<file path="config.mk">
export PLATFORM = sky130hd
export DESIGN_NAME = fsht_cell
export DESIGN_NICKNAME = d
export VERILOG_FILES = /design/src/rtl/core/fsht_pkg.sv /design/src/rtl/core/fsht_cell.sv
export SDC_FILE = /design/constraint.sdc
export NUM_CORES = 1
export LEC_CHECK = 0
export BUFFER_PORTS_ARGS = -buffer_cell sky130_fd_sc_hd__buf_2
export CAP_MARGIN = 20
export CORE_ASPECT_RATIO = 1.25
export CORE_MARGIN = 2
export CORE_UTILIZATION = 30
export CTS_BUF_LIST = sky130_fd_sc_hd__clkbuf_4 sky130_fd_sc_hd__clkbuf_8 sky130_fd_sc_hd__clkbuf_16
export CTS_CLUSTER_DIAMETER = 50
export CTS_CLUSTER_SIZE = 24
export DETAILED_ROUTE_END_ITERATION = 10
export PLACE_DENSITY_LB_ADDON = 0.08
export SLEW_MARGIN = 10
export SYNTH_ARGS = -nofsm -noshare
export SYNTH_HDL_FRONTEND = slang
export SYNTH_SLANG_ARGS = --single-unit
</file>
<file path="constraint.sdc">
create_clock -name clk -period 15.15 [get_ports clk]
set_input_delay 4.545 -clock clk [delete_from_list [all_inputs] [get_ports clk]]
set_output_delay 4.545 -clock clk [all_outputs]
set_load 0.01 [all_outputs]
</file>
<file path="src/rtl/core/fsht_pkg.sv">
// Shared constants, result codes and the cell command type of the hit table.
`default_nettype none

package fsht_pkg;

  localparam int ENTRIES_DEF = 32;
  localparam int ADDR_W      = 64;
  localparam int CNT_W       = 32;
  localparam int SLOT_W      = 5;
  localparam int FILL_W      = 6;
  localparam int STATUS_W    = 2;

  localparam logic OP_RECORD = 1'b0;
  localparam logic OP_READ   = 1'b1;

  localparam logic [STATUS_W-1:0] ST_HIT  = 2'd0;
  localparam logic [STATUS_W-1:0] ST_ADD  = 2'd1;
  localparam logic [STATUS_W-1:0] ST_DROP = 2'd2;
  localparam logic [STATUS_W-1:0] ST_READ = 2'd3;

  // Broadcast from the controller to every cell.
  typedef struct packed {
    logic              upd;
    logic              op;
    logic              hit;
    logic              append;
    logic [ADDR_W-1:0] addr;
    logic [SLOT_W-1:0] slot;
    logic [CNT_W-1:0]  cnt;
  } fsht_cmd_t;

endpackage

`default_nettype wire

</file>
<file path="src/rtl/core/fsht_cell.sv">
// One table slot: holds an address and its count, compares, and shifts from its left neighbor.
`default_nettype none

module fsht_cell import fsht_pkg::*; #(
  parameter int IDX = 0,
  parameter int IW  = 5,
  parameter int FW  = 6
) (
  input  logic              clk,
  input  fsht_cmd_t         cmd,
  input  logic [IW-1:0]     hit_idx,
  input  logic [FW-1:0]     fill_level,
  input  logic [ADDR_W-1:0] left_addr,
  input  logic [CNT_W-1:0]  left_count,
  input  logic              left_move,
  output logic [ADDR_W-1:0] addr_q,
  output logic [CNT_W-1:0]  count_q,
  output logic              sel,
  output logic              move
);

  localparam logic [FW-1:0]     IDX_F      = FW'(IDX);
  localparam logic [IW-1:0]     IDX_I      = IW'(IDX);
  localparam logic [SLOT_W-1:0] IDX_S      = SLOT_W'(IDX);
  localparam bit                SLOT_REACH = (IDX < (1 << SLOT_W));

  logic valid;
  logic match;
  logic slot_hit;
  logic take;
  logic put;
  logic app;

  assign valid    = IDX_F < fill_level;
  assign match    = valid && (addr_q == cmd.addr);
  assign slot_hit = valid && SLOT_REACH && (IDX_S == cmd.slot);
  assign sel      = (cmd.op == OP_READ) ? slot_hit : match;

  // Cells from the insert point up to the hit form one contiguous run.
  assign move = cmd.hit && (IDX_I <= hit_idx) && (count_q < cmd.cnt);
  assign take = move && left_move;
  assign put  = move && !left_move;
  assign app  = cmd.append && (IDX_F == fill_level);

  // Hold the slot unless it shifts, takes the hit, or takes the appended address.
  always_ff @(posedge clk) begin
    if (cmd.upd) begin
      if (take) begin
        addr_q  <= left_addr;
        count_q <= left_count;
      end else if (put) begin
        addr_q  <= cmd.addr;
        count_q <= cmd.cnt;
      end else if (app) begin
        addr_q  <= cmd.addr;
        count_q <= CNT_W'(1);
      end
    end
  end

endmodule

`default_nettype wire

</file>
==> impl_metrics.json, run 1 <==
{
  "path_cells": "buf_2 > inv_1 > ha_1 > nand4_1 > nor4_1 > a21o_2 > inv_1 > buf_2",
  "synth_area_mm2": 0.00573,
  "antenna_found_initial": 3,
  "synth.distinct_cells": 32,
  "synth_mux_area_share_pct": 18.6,
  "fin_nets": 1001,
  "nFillCells": 1890,
  "max_stage_delay_ns": 0.72,
  "fin_util_pct": 41.5,
  "max-vdd-ir-drop_mv": 0.0453,
  "fp.dieH_um": 159,
  "fin_crit_ns": 11.23,
  "synthSimpleGateAreaFrac_pct": 7.49,
  "synth-seq-area-share_pct": 50.3,
  "clock_sinks": 96,
  "drv_slew": 0,
  "cellPowerDensity_mw_per_mm2": 87.0,
  "synthAdderAreaFrac_pct": 6.77,
  "first_global_vias": 4892,
  "tightestPinTransition_ns": 0.934,
  "timing.critical_path.from": "cmd[30]",
  "cts_setup_buffers": 0,
  "crit_type": "primary input to output pin",
  "wl_per_cell_um": 16.4,
  "max_freq_ghz": 0.0891,
  "grt_usage_pct": 15.7,
  "cts_hold_buf": 0,
  "hold_viol": 0,
  "top_usage_layer": "met2",
  "dieArea_mm2": 0.0202,
  "cts.clk_slew.worst_paths_ns": 0.07,
  "setup_ws_ns": 3.92,
  "area_growth_pct": 36.1,
  "routed_wl_mm": 16.3,
  "die_x_um": 128,
  "end_kind": "output pin",
  "port_buffers": 306,
  "cts_buffer_depth": 2,
  "p_leak_nw": 3.52,
  "synth.largest_area_cell": "edfxtp_1",
  "min_path_type": "flip-flop to flip-flop",
  "ys_ff_latch": 96,
  "grt_max_degree": 65,
  "max_cap_viol_count": 0,
  "cp-start-kind": "primary input",
  "drcViolationCount": 0,
  "final-seq-area_mm2": 0.00288,
  "synth_top_area_share_pct": 50.3,
  "drt-vias-per-instance": 4.63,
  "synth_compound_area_share_pct": 3.10,
  "cts_resized": 0,
  "first_pass_iters": 4,
  "htreeDepth": 3,
  "via_count": 4606,
  "drive_above_1_share_pct": 51.6,
  "finClkSkew_ns": 0.0126,
  "use_met1_pct": 17.0,
  "rsz0062_at_grt": "no",
  "status": "complete, no violations",
  "power.total_uw": 679,
  "ant_nets": 0,
  "multi_input_area_mm2": 0.00264,
  "met2_usage_pct": 27.5,
  "crit_path_top_delay_cell": "a21o_2",
  "clock_latency_ns": 0.35,
  "rows": 56,
  "dr.first_iter.drc_count": 154,
  "required_ns": 10.61,
  "syn_area_per_cell_um2": 12.8,
  "start_util_pct": 30.5,
  "grt-ovfl-total": 0,
  "use_met3_pct": 6.38,
  "worstPathArrival_ns": 6.68,
  "cts_root_buffer": "clkbuf_16",
  "critPathMaxFanout": 34,
  "stdcell_count": 995,
  "finalCritPeriodShare_pct": 74.1,
  "ys.warnings.count": 0,
  "synth.net_count": 694,
  "grt_pass1_wl_mm": 24.6,
  "synthXorXnorAreaFrac_pct": 9.78,
  "min_from": "count_q[16]",
  "core_area_mm2": 0.0188,
  "cts_tree": "done",
  "syn_inst": 449,
  "tns_ns": 0,
  "pre_cts_ws_ns": 3.87,
  "cts_made_buffers": 9,
  "relSlewSlack_pct": 37.8,
  "io_pins": 312,
  "setup_viol": 0,
  "placed_cells": 977,
  "worstReg2RegStart": "count_q[11]",
  "post-dp-hpwl_mm": 12.9,
  "synth_area_leaders": "edfxtp_1 50%, mux2_2 11%, ha_1 6.8%, mux2i_1 5.4%, xnor2_1 4.9%",
  "gp_congestion": 0.790,
  "synth_top_family_by_area": "multiplexers"
}
-- synthesized netlist by cell type --
| library cell | instances |
|---|---|
| clkbuf_1 | 5 |
| o211ai_1 | 1 |
| a21boi_0 | 1 |
| a21oi_1 | 14 |
| nor3_1 | 4 |
| nand2_1 | 14 |
| a211oi_1 | 1 |
| mux2_2 | 54 |
| a21o_2 | 1 |
| nand2b_1 | 1 |
| o21ai_1 | 1 |
| nor4_1 | 11 |
| edfxtp_1 | 96 |
| nand3_1 | 4 |
| a211oi_4 | 1 |
| nand4_1 | 14 |
| mux2i_1 | 31 |
| or4_1 | 2 |
| ha_1 | 31 |
| buf_6 | 6 |
| nor2_1 | 34 |
| nor2b_1 | 2 |
| xor2_1 | 32 |
| mux2_4 | 10 |
| buf_2 | 3 |
| o21ai_0 | 5 |
| a211o_1 | 1 |
| a221oi_1 | 2 |
| inv_1 | 33 |
| and4_2 | 1 |
| and4_1 | 1 |
| xnor2_1 | 32 |
-- layer usage --
| layer | vias to the layer above | part of all wire, % |
|---|---|---|
| met4 | 0 | 2.5 |
| li1 | 2254 | - |
| met3 | 26 | 9.8 |
| met5 | - | 0 |
| met1 | 2135 | 38 |
| met2 | 191 | 49 |
-- area by class of cell --
| class | instances | area share [%] |
|---|---|---|
| clock buffers | 10 | 2.98 |
| diodes | 2 | 0.0642 |
| flip-flops and latches | 96 | 37.0 |
| well taps | 232 | 3.72 |
| repair buffers | 310 | 20.0 |
| multi-input cells | 306 | 33.8 |
| inverters | 33 | 1.59 |
| clock inverters | 6 | 0.866 |
-- stage by stage --
stage | area, um2 | hold WS, ns
final | 7800 | 1.51
after global routing | 7800 | 1.63
after CTS | 7790 | 1.55
after detailed placement | 7490 | 1.52
after global placement | 7490 | 1.53
after floorplan | 5730 | 1.15
-- flip-flops by register name, indices dropped and copies added (netlist names) --
name / cells
addr_q: 64
count_q: 32
-- worst paths after layout --
kind / endpoint / slack [ns] / cells after the start
hold / removal: count_q[23] / 1.51 / 5
setup reg to reg: addr_q[7] / 11.89 / 8
hold reg to reg: count_q[23] / 1.51 / 5
setup / recovery: move / 3.92 / 8
-- worst max-delay path: cells and delay by family --
kind | cells | cell delay (ns)
adders and majority gates | 1 | 0.30
buffers and inverters | 4 | 0.36
AOI/OAI and AO/OA | 1 | 0.72
and+or+nand+nor | 2 | 0.75
-- cell families after synthesis --
| kind of cell | after synthesis |
|---|---|
| flip-flops | 96 |
| adder cells (fa/ha/maj) | 31 |
| buffers and inverters | 47 |
| AO/OA/AOI/OAI | 28 |
| XOR/XNOR | 64 |
| multiplexers | 95 |
| AND/OR/NAND/NOR | 88 |
-- cell usage in the layout (no fill, tap or decap), drive strengths merged, types with 14 or more instances in the layout --
master and instances:
mux2 64, a21oi 14, xnor2 32, xor2 32, mux2i 31, ha 31
nand2 14, buf 310, nor2 34, edfxtp 96, nand4 14, inv 34
-- power breakdown --
group	total [mW]	switching [mW]	internal (mW)
Sequential	0.317	0.00724	0.310
Clock	0.236	0.105	0.131
Combinational	0.126	0.0614	0.0641
(Power assumes the default switching activity.)
==> run 2, diff against run 1 <==
clock period = 10.41 ns   (was 15.15 ns; I/O delays follow)
==> impl_metrics.json, run 2 (synthesized netlist as in run 1, its figures left out) <==
{
  "setup_viol": 0,
  "tns_ns": 0,
  "dr.first_iter.drc_count": 103,
  "rsz0062_at_grt": "no",
  "reg_top3": "addr_q (64), count_q (32)",
  "grt_max_degree": 65,
  "cts_root_buffer": "clkbuf_16",
  "min_from": "count_q[16]",
  "hold_viol": 0,
  "die_x_um": 128,
  "max-vdd-ir-drop_mv": 0.0590,
  "cellPowerDensity_mw_per_mm2": 127,
  "worstReg2RegStart": "count_q[11]",
  "crit_buf_inv": 4,
  "io_pins": 312,
  "final_common_cell": "buf_2",
  "whs_ns": 1.51,
  "clock_latency_ns": 0.36,
  "area_growth_pct": 36.0,
  "gp_congestion": 0.783,
  "cts_tree": "done",
  "cts_made_buffers": 9,
  "top_register": "addr_q",
  "end_kind": "output pin",
  "routed_wl_mm": 16.8,
  "tightestPinTransition_ns": 0.967,
  "post-dp-hpwl_mm": 13.2,
  "cp-start-kind": "primary input",
  "first_global_vias": 4822,
  "worstPathArrival_ns": 5.26,
  "grt_pass1_wl_mm": 25.0,
  "hold_depth": 5,
  "crit_path_top_delay_cell": "a21o_2",
  "port_buffers": 306,
  "dieArea_mm2": 0.0202,
  "placed_area_mm2": 0.00749,
  "cts_setup_buffers": 0,
  "wl_per_cell_um": 16.8,
  "status": "complete, no violations",
  "cts_hold_buf": 0,
  "drt-vias-per-instance": 4.62,
  "finalCritPeriodShare_pct": 80.5,
  "max_cap_viol_count": 0,
  "antenna_found_initial": 3,
  "first_pass_iters": 4,
  "hold_end": "count_q[7]",
  "rows": 56,
  "relSlewSlack_pct": 35.5,
  "nFillCells": 1872,
  "min_path_type": "flip-flop to flip-flop",
  "r2r_setup_slack_ns": 6.53,
  "cts.clk_slew.worst_paths_ns": 0.08,
  "required_ns": 7.29,
  "drv_slew": 0,
  "largest_reg_flops": 64,
  "finClkSkew_ns": 0.0152,
  "ant_nets": 0,
  "fp.dieH_um": 159,
  "max_freq_ghz": 0.119,
  "p_leak_nw": 3.52,
  "fin_nets": 1001,
  "path_cells": "buf_2 > inv_1 > ha_1 > nand4_1 > nor4_1 > a21o_2 > inv_1 > buf_2",
  "critPathMaxFanout": 34,
  "crit_type": "primary input to output pin",
  "cp_top_family": "simple AND/OR/NAND/NOR gates",
  "cts_buffer_depth": 2,
  "via_count": 4593,
  "grt-ovfl-total": 0,
  "drive_above_1_share_pct": 51.6,
  "cts_resized": 0,
  "core_area_mm2": 0.0188,
  "reg2regPathDepth": 9,
  "drcViolationCount": 0,
  "max_stage_delay_ns": 0.71,
  "htreeDepth": 3,
  "final_cell_mix": "306 x buf_2, 96 x edfxtp_1, 54 x mux2_2",
  "grt_usage_pct": 16.1,
  "clock_sinks": 96,
  "final_cell_area_mm2": 0.00780,
  "fin_crit_ns": 8.38,
  "start_util_pct": 30.5,
  "reg2reg_to": "addr_q[45]"
}
==> run 2: cell type report <==
type	count	area (um2)	share of cell area [%]
diodes	2	5.00	0.0642
repair buffers	310	1560	20.0
inverters	33	124	1.59
flip-flops and latches	96	2880	37.0
multi-input cells	306	2640	33.8
well taps	232	290	3.72
clock buffers	9	225	2.89
clock inverters	7	72.6	0.931
==> run 2: worst register-to-register path, stage by stage, from the launching register on <==
cell and delay, ns:
edfxtp_1 0.39, ha_1 0.30, a21oi_1 0.15, o21ai_0 0.13, a221oi_1 0.29, o21ai_1 0.20, a21o_2 0.48, a21boi_4 0.21
buf_4 0.53, buf_4 0.75
==> run 2: power breakdown <==
group	internal [mW]	switching [mW]
Combinational	0.0933	0.0902
Clock	0.187	0.158
Sequential	0.451	0.0105
Total	0.731	0.259
==> run 2: worst max-delay path by stage <==
stage / cells after the start / slack (ns) / to / startpoint
after floorplan: 9 / 0.99 / addr_q[0] / cmd[26]
after global routing: 8 / 1.78 / move / cmd[31]
after global placement: 8 / 1.96 / move / cmd[30]
after detailed placement: 8 / 1.96 / move / cmd[30]
after CTS: 8 / 1.96 / move / cmd[30]
final: 8 / 2.03 / move / cmd[30]
==> run 2: routing by layer <==
layer	vias to the layer above	GRT usage [%]	part of all wire [%]
li1	2260	-	-
met1	2126	18.2	39
met3	20	5.07	8.5
met5	-	0	0
met2	187	28.3	50
met4	0	6.44	2.1
==> run 2: through the flow <==
stage	util [%]	total power, mW	cells	setup slack [ns]
finish	41.5	0.990	995	2.03
global route	41.5	1.04	994	1.78
detailed placement	39.9	0.658	977	1.96
CTS	41.5	1.00	993	1.96
global placement	39.9	0.655	977	1.96
floorplan	-	0.576	449	0.995
==> run 3, diff against run 2 <==
clock period = 7.6 ns   (was 10.41 ns; I/O delays follow)
==> impl_metrics.json, run 3 (synthesized netlist as in run 1, its figures left out) <==
{
  "fin_util_pct": 41.4,
  "cts_resized": 0,
  "dr.first_iter.drc_count": 140,
  "setup_viol": 0,
  "gp_congestion": 0.783,
  "hold_viol": 0,
  "cts_made_buffers": 9,
  "end_kind": "output pin",
  "drt-vias-per-instance": 4.67,
  "port_buffers": 306,
  "max_freq_ghz": 0.153,
  "final_cell_area_mm2": 0.00778,
  "finClkSkew_ns": 0.0109,
  "grt_pass1_wl_mm": 25.1,
  "area_growth_pct": 35.7,
  "post-dp-hpwl_mm": 13.0,
  "grt-ovfl-total": 0,
  "critPathMaxFanout": 2,
  "drv_slew": 0,
  "rsz0062_at_grt": "no",
  "fin_nets": 1002,
  "cts_setup_buffers": 0,
  "max-vdd-ir-drop_mv": 0.0828,
  "cts_buffer_depth": 2,
  "fin_crit_ns": 6.56,
  "io_pins": 312,
  "max_cap_viol_count": 0,
  "final_cell_mix": "306 x buf_2, 96 x edfxtp_1, 54 x mux2_2",
  "first_global_vias": 4969,
  "grt_usage_pct": 16.0,
  "antenna_found_initial": 2,
  "cts_root_buffer": "clkbuf_16",
  "largest_reg_flops": 64,
  "die_x_um": 128,
  "start_util_pct": 30.5,
  "rows": 56,
  "via_count": 4644,
  "worstPathArrival_ns": 4.28,
  "tightestPinTransition_ns": 0.977,
  "cts_tree": "done",
  "stdcell_count": 995,
  "grt_max_degree": 65,
  "required_ns": 5.32,
  "cp-start-kind": "primary input",
  "pre_cts_ws_ns": 0.981,
  "routed_wl_mm": 16.5,
  "relSlewSlack_pct": 34.9,
  "crit_type": "primary input to output pin",
  "clock_latency_ns": 0.35,
  "drive_above_1_share_pct": 51.6,
  "whs_ns": 1.48,
  "min_path_type": "flip-flop to flip-flop",
  "first_pass_iters": 4,
  "core_area_mm2": 0.0188,
  "ant_nets": 0,
  "drcViolationCount": 0,
  "tns_ns": 0,
  "finalCritPeriodShare_pct": 86.3,
  "top_register": "addr_q",
  "clock_sinks": 96,
  "status": "complete, no violations",
  "cellPowerDensity_mw_per_mm2": 170,
  "final_common_cell": "buf_2",
  "cts_hold_buf": 0,
  "wl_per_cell_um": 16.6,
  "setup_ws_ns": 1.04,
  "cts.clk_slew.worst_paths_ns": 0.07,
  "power.total_mw": 1.32,
  "reg_top3": "addr_q (64), count_q (32)",
  "p_leak_nw": 3.51,
  "placed_cells": 978,
  "fp.dieH_um": 159,
  "placed_area_mm2": 0.00750,
  "htreeDepth": 3,
  "dieArea_mm2": 0.0202
}
## run 3: final timing paths
kind	startpoint	end	slack [ns]	cells past startpoint
worst max-delay path	cmd[53]	sel	1.04	8
worst min-delay path	count_q[31]	count_q[17]	1.48	6
worst max register to register	count_q[11]	addr_q[56]	4.38	8
worst min register to register	count_q[31]	count_q[17]	1.48	6
## run 3: per-layer routing
metal  global-route usage [%]  up-vias  wire length (um)
li1                         -     2255                 -
met1                     18.3     2160              6470
met2                     27.7      201              8110
met3                     5.68       26              1500
met4                     5.70        2               373
met5                        0        -                13
## run 3: layout make-up
| type | instances | area [um2] |
|---|---|---|
| inverters | 33 | 124 |
| multi-input cells | 306 | 2640 |
| well taps | 232 | 290 |
| repair buffers | 311 | 1570 |
| diodes | 1 | 2.50 |
| clock inverters | 5 | 32.5 |
| clock buffers | 11 | 240 |
| flip-flops and latches | 96 | 2880 |
| fillers | 1908 | 11000 |
## run 3: critical path, cell delays in order
cell and delay, ns:
buf_2 0.11, xnor2_1 0.24, nand4_1 0.14, nor4_1 0.45, nand2_1 0.18, or4_1 0.56
a21oi_1 0.17, buf_2 0.15
## run 3: power by group
part / internal, mW / switching (mW) / leakage, nW
Combinational: 0.128 / 0.124 / 2.48
Clock: 0.229 / 0.204 / 0.132
Sequential: 0.618 / 0.0149 / 0.893
Total: 0.976 / 0.343 / 3.51
